**config.mk**
```make
export PLATFORM = sky130hd
export DESIGN_NAME = fvn_seq
export DESIGN_NICKNAME = d
export VERILOG_FILES = /design/src/hdl/fvn_pkg.sv /design/src/hdl/fvn_seq.sv
export SDC_FILE = /design/constraint.sdc
export NUM_CORES = 1
export LEC_CHECK = 0
export ABC_CLOCK_PERIOD_IN_PS = 19300
export BUFFER_PORTS_ARGS = -buffer_cell sky130_fd_sc_hd__buf_2
export CAP_MARGIN = 5
export CELL_PAD_IN_SITES_DETAIL_PLACEMENT = 0
export CELL_PAD_IN_SITES_GLOBAL_PLACEMENT = 2
export CORE_UTILIZATION = 30
export DETAILED_ROUTE_END_ITERATION = 16
export PLACE_DENSITY_LB_ADDON = 0.1
export SLEW_MARGIN = 20
export SYNTH_ARGS = -nofsm -noshare
export SYNTH_HDL_FRONTEND = slang
export SYNTH_SLANG_ARGS = --single-unit
```
**constraint.sdc**
```tcl
create_clock -name clk -period 19.3 [get_ports clk]
set_input_delay 1.93 -clock clk [delete_from_list [all_inputs] [get_ports clk]]
set_output_delay 1.93 -clock clk [all_outputs]
set_load 0.01 [all_outputs]
```
**src/hdl/fvn_pkg.sv**
```systemverilog
// Shared types and constants for the fractal value noise core.
package fvn_pkg;

  localparam int MAX_OCTAVES = 8;
  localparam int OCT_W       = $clog2(MAX_OCTAVES);
  localparam int ROW_STRIDE  = 2677;
  localparam int AMP_W       = 17;
  localparam int LAT_W       = 26;
  localparam int FRAC_W      = 25;
  localparam int ACC_W       = 40;

  localparam logic [AMP_W-1:0] AMP_ONE  = 17'd65536;
  localparam logic [31:0]      HASH_A   = 32'd15731;
  localparam logic [31:0]      HASH_B   = 32'd122033;
  localparam logic [31:0]      HASH_C   = 32'd1376312589;
  localparam logic [31:0]      STRIDE32 = 32'(ROW_STRIDE);

  typedef enum logic [1:0] {
    REG_OCTAVE_COUNT   = 2'd0,
    REG_BASE_FREQUENCY = 2'd1,
    REG_PERSISTENCE    = 2'd2,
    REG_NOISE_SEED     = 2'd3
  } cfg_reg_t;

  typedef struct packed {
    logic               opcode;
    logic signed [31:0] x_coord;
    logic signed [31:0] y_coord;
  } in_item_t;

  typedef struct packed {
    logic signed [31:0] noise_sum;
    logic               saturated;
  } out_item_t;

  // Per-octave beat control that travels with the data.
  typedef struct packed {
    logic valid;
    logic live;
    logic first;
    logic last;
    logic two_d;
  } beat_t;

  typedef logic signed [LAT_W-1:0] lat_t;

endpackage

```
**src/hdl/fvn_seq.sv**
```systemverilog
// Octave sequencer: issues one octave beat per cycle with its amplitude.
module fvn_seq (
  input  logic                          clk,
  input  logic                          rst_n,
  input  logic                          start,
  input  fvn_pkg::in_item_t             in_item,
  input  logic [3:0]                    octave_count,
  input  logic [15:0]                   persistence,
  output logic                          busy,
  output fvn_pkg::beat_t                beat,
  output logic [fvn_pkg::OCT_W-1:0]     beat_oct,
  output logic [fvn_pkg::AMP_W-1:0]     beat_amp,
  output logic signed [31:0]            beat_x,
  output logic signed [31:0]            beat_y
);

  logic                          act_r, act_nxt;
  logic [fvn_pkg::OCT_W-1:0]     oct_r, oct_nxt;
  logic [3:0]                    cnt_r, cnt_nxt;
  logic [fvn_pkg::AMP_W-1:0]     amp_r, amp_nxt;
  fvn_pkg::in_item_t             item_r, item_nxt;
  logic                          last_beat;
  logic                          accept;
  logic [3:0]                    cnt_cap;
  logic [32:0]                   amp_prod;

  assign cnt_cap   = (octave_count > 4'(fvn_pkg::MAX_OCTAVES)) ?
                     4'(fvn_pkg::MAX_OCTAVES) : octave_count;
  assign last_beat = act_r && ((cnt_r == 4'd0) || ({1'b0, oct_r} == cnt_r - 4'd1));
  assign busy      = act_r && !last_beat;
  assign accept    = start && !busy;
  assign amp_prod  = amp_r * persistence;

  always_comb begin
    act_nxt  = act_r;
    oct_nxt  = oct_r;
    cnt_nxt  = cnt_r;
    amp_nxt  = amp_r;
    item_nxt = item_r;
    if (accept) begin
      act_nxt  = 1'b1;
      oct_nxt  = '0;
      cnt_nxt  = cnt_cap;
      amp_nxt  = fvn_pkg::AMP_ONE;
      item_nxt = in_item;
    end else if (last_beat) begin
      act_nxt = 1'b0;
    end else if (act_r) begin
      oct_nxt = oct_r + 1'b1;
      amp_nxt = amp_prod[32:16];
    end
  end

  always_ff @(posedge clk) begin
    if (!rst_n) begin
      act_r <= 1'b0;
    end else begin
      act_r <= act_nxt;
    end
    oct_r  <= oct_nxt;
    cnt_r  <= cnt_nxt;
    amp_r  <= amp_nxt;
    item_r <= item_nxt;
  end

  assign beat.valid = act_r;
  assign beat.live  = (cnt_r != 4'd0);
  assign beat.first = (oct_r == '0);
  assign beat.last  = last_beat;
  assign beat.two_d = item_r.opcode;
  assign beat_oct   = oct_r;
  assign beat_amp   = amp_r;
  assign beat_x     = item_r.x_coord;
  assign beat_y     = item_r.y_coord;

endmodule

```
==> impl_metrics.toml, run 1 <==
[run_status]
run_status = "finished clean"

[timing]
setup_viol = 0
period_minus_slack_ns = 7.55
tns_ns = 0
rsz0062_at_grt = "no"
clock.fmax_mhz = 132
slew_violations = 0
worstMarginPinSlew_ns = 1.02
min_period_over_period = 0.391
skew_ns = 0.0115
hold_viol_final = 0
maxSlewHeadroom = 0.322
fin_ws_ns = 11.75

[clock_network]
clkLatencyLatePin_ns = 0.34
clk_pin_slew_worst_paths_ns = 0.07
post_cts_buffers = 0
cts_root_buf = "clkbuf_16"
cts_tree = "built"
holdBufCountCts = 0
htree_num_levels = 3
clockBufferDepth = 2
ctsResizeCount = 0
clock_sinks = 90
cts-buffers-inserted = 9

[layout]
design_area_um2 = 13400
stdcell_count = 1855
nets = 1732
area_growth_pct = 14.7
drive_above_1_share = 0.157
antenna_cells = 0

[routing]
drc_errors = 0
via_count = 8500
drt-vias-per-instance = 4.58
first_iter_violations = 274
routed_wl_um = 33700
drt_pre_antenna_iters = 4
drt-wirelength-per-cell_um = 18.2
ant_nets = 0

[yosys]
ys.flop_type = "edfxtp_1"
yosysSeqAreaShare = 0.213
ys_ff_latch = 90
syn_area_per_cell_um2 = 9.89
synth_area_um2 = 11700
async_flop_share = 0
yosys-top-cells-area = "fa_1, edfxtp_1, ha_1, inv_1, and2_1"
syn_nets = 1586
netlist_instances = 1186
synth_cell_types = 50
yosys_warnings = 0
synth_top_cell_by_area = "fa_1"
synth_top_area_frac = 0.353
synth_edf_count = 69

[global_routing]
grt_start_max_net_pins = 70
grt_overflow = 0
grt_pass1_vias = 9286
grt_usage = 0.180
grt_first_pass_wirelength_um = 53700
antenna_found_initial = 0

[setup_path]
crit_required_ns = 19.53
r2r_slack_ns = 12.67
r2r_start = "beat_amp[9]"
endpoint_kind = "register"
path_max_fanout = 17
crit_type = "input port to register"
reg2regPathDepth = 18
r2r_end = "beat_amp[14]"
crit_arrival_ns = 7.78
start_kind = "input port"

[run]
cap_violations = 0

[die]
die_w_um = 200
core_area_um2 = 38600
rows = 72
ios = 178
start_util = 0.304
die_area_um2 = 39900
die_h_um = 200

[placement]
dp.cells = 1839
place_ws_ns = 11.38
io_buffers = 177
globalplace.congestion = 0.799
placedInstanceArea_um2 = 13100
detailed_place_hpwl_um = 27000

[hold_path]
worstHoldPathCells = 2
hold_class = "register to register"
min_from = "beat_amp[5]"
hold_end = "beat_amp[5]"
==> per-layer routing <==
layer	vias to the layer above	wire (um)	global-route usage
met5	-	0	0
met4	0	422	0.0283
met3	21	950	0.0147
met2	103	17900	0.330
met1	4385	14400	0.232
li1	3991	-	-
==> layout make-up <==
| class | count | area, um^2 |
|---|---|---|
| clock buffer | 9 | 225 |
| timing repair buffer | 188 | 968 |
| fill | 4098 | 25100 |
| tap | 518 | 648 |
| sequential | 90 | 2490 |
| clock inverter | 7 | 81.3 |
| multi-input combinational | 811 | 8160 |
| inverter | 232 | 871 |
==> worst max-delay path, cell delays in order <==
cell and delay [ns]:
buf_2 0.37, nand2_1 0.15, fa_1 0.55, inv_1 0.05
fa_1 0.47, fa_1 0.58, fa_1 0.43, fa_1 0.51
fa_1 0.44, ha_1 0.41, a21oi_1 0.32, o211ai_1 0.14
nand2_1 0.12, a31oi_1 0.13, or4b_1 0.61, and3_1 0.22
or3_1 0.33
==> cell usage after synthesis, types with 4 or more instances <==
| library cell | count |
|---|---|
| nor3_1 | 6 |
| a31oi_1 | 6 |
| xor2_1 | 5 |
| fa_1 | 207 |
| edfxtp_1 | 69 |
| nand2_1 | 173 |
| o21ai_0 | 28 |
| clkbuf_1 | 48 |
| nor2b_1 | 7 |
| xnor2_1 | 8 |
| nor2_1 | 16 |
| a211oi_1 | 4 |
| inv_1 | 232 |
| o21bai_1 | 6 |
| a21o_1 | 11 |
| and3_1 | 6 |
| or3_1 | 8 |
| o21a_1 | 4 |
| nand4_1 | 9 |
| ha_1 | 105 |
| nand3_1 | 17 |
| a21oi_1 | 32 |
| dfxtp_1 | 21 |
| and2_1 | 121 |
==> metrics by stage <==
stage | hold slack, ns | util
final | 0.497 | 0.349
after detailed placement | 0.487 | 0.341
after CTS | 0.500 | 0.349
after global placement | 0.479 | 0.341
after floorplan | 0.526 | -
after global routing | 0.507 | 0.349
==> cell families after synthesis <==
family | share of synthesized area
simple gates | 0.157
fa+ha+maj | 0.466
buf+inv | 0.0921
compound gates | 0.0631
flops | 0.213
xor+xnor | 0.00971
==> layout by cell type (no fill, tap or decap), types with 7 or more instances in the layout <==
master     synthesis  routed
and2_1           121     121
buf_2              2     177
dfxtp_1           21      20
inv_1            232     232
a21oi_1           32      32
fa_1             207     207
nor2b_1            7       7
ha_1             105     105
clkbuf_16          0       9
edfxtp_1          69      69
or3_1              8       8
o21ai_0           28      28
nand2_1          173     173
nand3_1           17      17
xnor2_1            8       8
nor2_1            16      15
nand4_1            9       9
a21o_1            11      11
buf_4              2      11
==> flip-flops by register name, summed over array words and instances, names as in the netlist <==
name / flops
beat_oct: 3
beat: 1
beat_y: 32
act_r: 1
beat_amp: 17
cnt_r: 4
beat_x: 32
==> how the worst max path moves through the flow <==
stage	slack [ns]	start	end	depth (start not counted)
after detailed placement	11.38	persistence[7]	beat_amp[14]	17
after global placement	11.41	persistence[1]	beat_amp[12]	18
after global routing	11.43	persistence[1]	beat_amp[8]	19
final	11.75	persistence[7]	beat_amp[14]	17
after floorplan	11.81	persistence[7]	beat_amp[14]	21
after CTS	11.74	persistence[7]	beat_amp[14]	17
Power of run 1 is left out: the tool's default activity adds up to more than one toggle a clock period on the data nets, which glitch-free logic cannot reach.
==> run 2, diff against run 1 <==
Settings changed: ABC_CLOCK_PERIOD_IN_PS 19300 to 7800.
Clock period 19.3 ns to 7.8 ns, I/O delays scaled along.
==> impl_metrics.toml, run 2 (synthesized netlist as in run 1, its figures left out) <==
[layout]
area_growth_pct = 15.1
final_cell_mix = "inv_1, fa_1, buf_2"
final_common_cell = "inv_1"
nets = 1739
drive_above_1_share = 0.160

[timing]
maxSlewHeadroom = 0.320
min_period_over_period = 0.853
clock.fmax_mhz = 150
tns_ns = 0
slew_violations = 0
rsz0062_at_grt = "no"
period_minus_slack_ns = 6.65
worstMarginPinSlew_ns = 1.02
setup_viol = 0
hold_viol_final = 0
skew_ns = 0.00929

[setup_path]
start_kind = "register"
cp_common_cell = "fa_1"
r2r_slack_ns = 1.15
r2r_start = "beat_amp[10]"
r2r_end = "beat_amp[14]"
worst_path_max_delay_cell = "dfxtp_1"
crit_type = "register to register"
crit_required_ns = 8.02
worstPathCellList = "buf_4, nand2_1, fa_1, inv_1, fa_1, fa_1, fa_1, fa_1, inv_1, fa_1, inv_1, ha_1, nand4_1, nor4_1, o21ai_0, a31oi_1, or4b_1, a2111oi_0, or3_1"
critPathMaxStageDelay_ns = 0.87
endpoint_kind = "register"
reg2regPathDepth = 19
crit_arrival_ns = 6.88
path_max_fanout = 12

[global_routing]
grt_usage = 0.177
grt_start_max_net_pins = 70
grt_first_pass_wirelength_um = 52900
grt_pass1_vias = 9171
grt_overflow = 0
antenna_found_initial = 1

[routing]
via_count = 8539
drt_pre_antenna_iters = 4
routed_wl_um = 33500
first_iter_violations = 332
drc_errors = 0
drt-wirelength-per-cell_um = 18.0
ant_nets = 0
drt-vias-per-instance = 4.58

[placement]
io_buffers = 177
detailed_place_hpwl_um = 27400
globalplace.congestion = 0.795

[die]
die_w_um = 200
start_util = 0.304
rows = 72
core_area_um2 = 38600
ios = 178
die_area_um2 = 39900
die_h_um = 200

[run_status]
run_status = "finished clean"

[clock_network]
cts_root_buf = "clkbuf_16"
cts-buffers-inserted = 9
clk_pin_slew_worst_paths_ns = 0.07
holdBufCountCts = 0
clock_sinks = 90
clkLatencyLatePin_ns = 0.34
post_cts_buffers = 0
clockBufferDepth = 2
htree_num_levels = 3
ctsResizeCount = 0
cts_tree = "built"

[hold_path]
worstHoldPathCells = 1
min_from = "beat_oct[2]"
hold_class = "register to register"
hold_end = "beat_oct[2]"

[run]
cap_violations = 0
## run 2: changes by cell type in the layout (fill, tap and decap cells not counted)
cell        before  now
buf_4           11   18
bufinv_16        0    1
clkbuf_1         0    1
clkinv_8         2    0
clkinvlp_4       0    2
dfxtp_1         20   21
dfxtp_2          1    0
diode_2          0    1
inv_6            2    1
inv_8            2    1
## run 2: per-stage QoR
step | instances | area [um^2] | hold slack (ns) | setup slack [ns] | utilization
floorplan | 1186 | 11700 | 0.526 | 1.46 | -
finish | 1863 | 13500 | 0.550 | 1.15 | 0.350
global route | 1863 | 13500 | 0.575 | 0.857 | 0.350
CTS | 1862 | 13500 | 0.560 | 1.04 | 0.350
global placement | 1846 | 13200 | 0.533 | 1.11 | 0.342
detailed placement | 1846 | 13200 | 0.555 | 1.07 | 0.342
## run 2: metal layers
| metal | GRT usage | vias to the layer above | share of wire |
|---|---|---|---|
| li1 | - | 4004 | - |
| met1 | 0.228 | 4401 | 0.44 |
| met2 | 0.323 | 113 | 0.53 |
| met3 | 0.0143 | 21 | 0.019 |
| met4 | 0.0325 | 0 | 0.013 |
| met5 | 0 | - | 0 |
## run 2: layout make-up
cell class	instances	area [um^2]
Sequential cell	90	2490
Timing Repair Buffer	195	1020
Fill cell	4090	25100
Inverter	232	871
Clock buffer	10	229
Multi-Input combinational cell	811	8160
Clock inverter	6	73.8
Tap cell	518	648
Antenna cell	1	2.50
## run 2: worst max-delay path by stage
stage | from | end | depth (start not counted)
after floorplan | persistence[7] | beat_amp[14] | 21
after detailed placement | persistence[1] | beat_amp[14] | 19
final | beat_amp[10] | beat_amp[14] | 19
after global placement | persistence[7] | beat_amp[8] | 20
after global routing | beat_amp[10] | beat_amp[14] | 19
after CTS | beat_amp[10] | beat_amp[14] | 19
## run 2: worst max-delay path: cells and delay by family (launching register included)
family	cells	cell delay (ns)
buffers and inverters	4	0.45
AO/OA/AOI/OAI	3	0.57
AND/OR/NAND/NOR	5	1.30
flip-flops	1	0.87
adder cells (fa/ha/maj)	7	3.34
Power of run 2 is left out for the same reason.
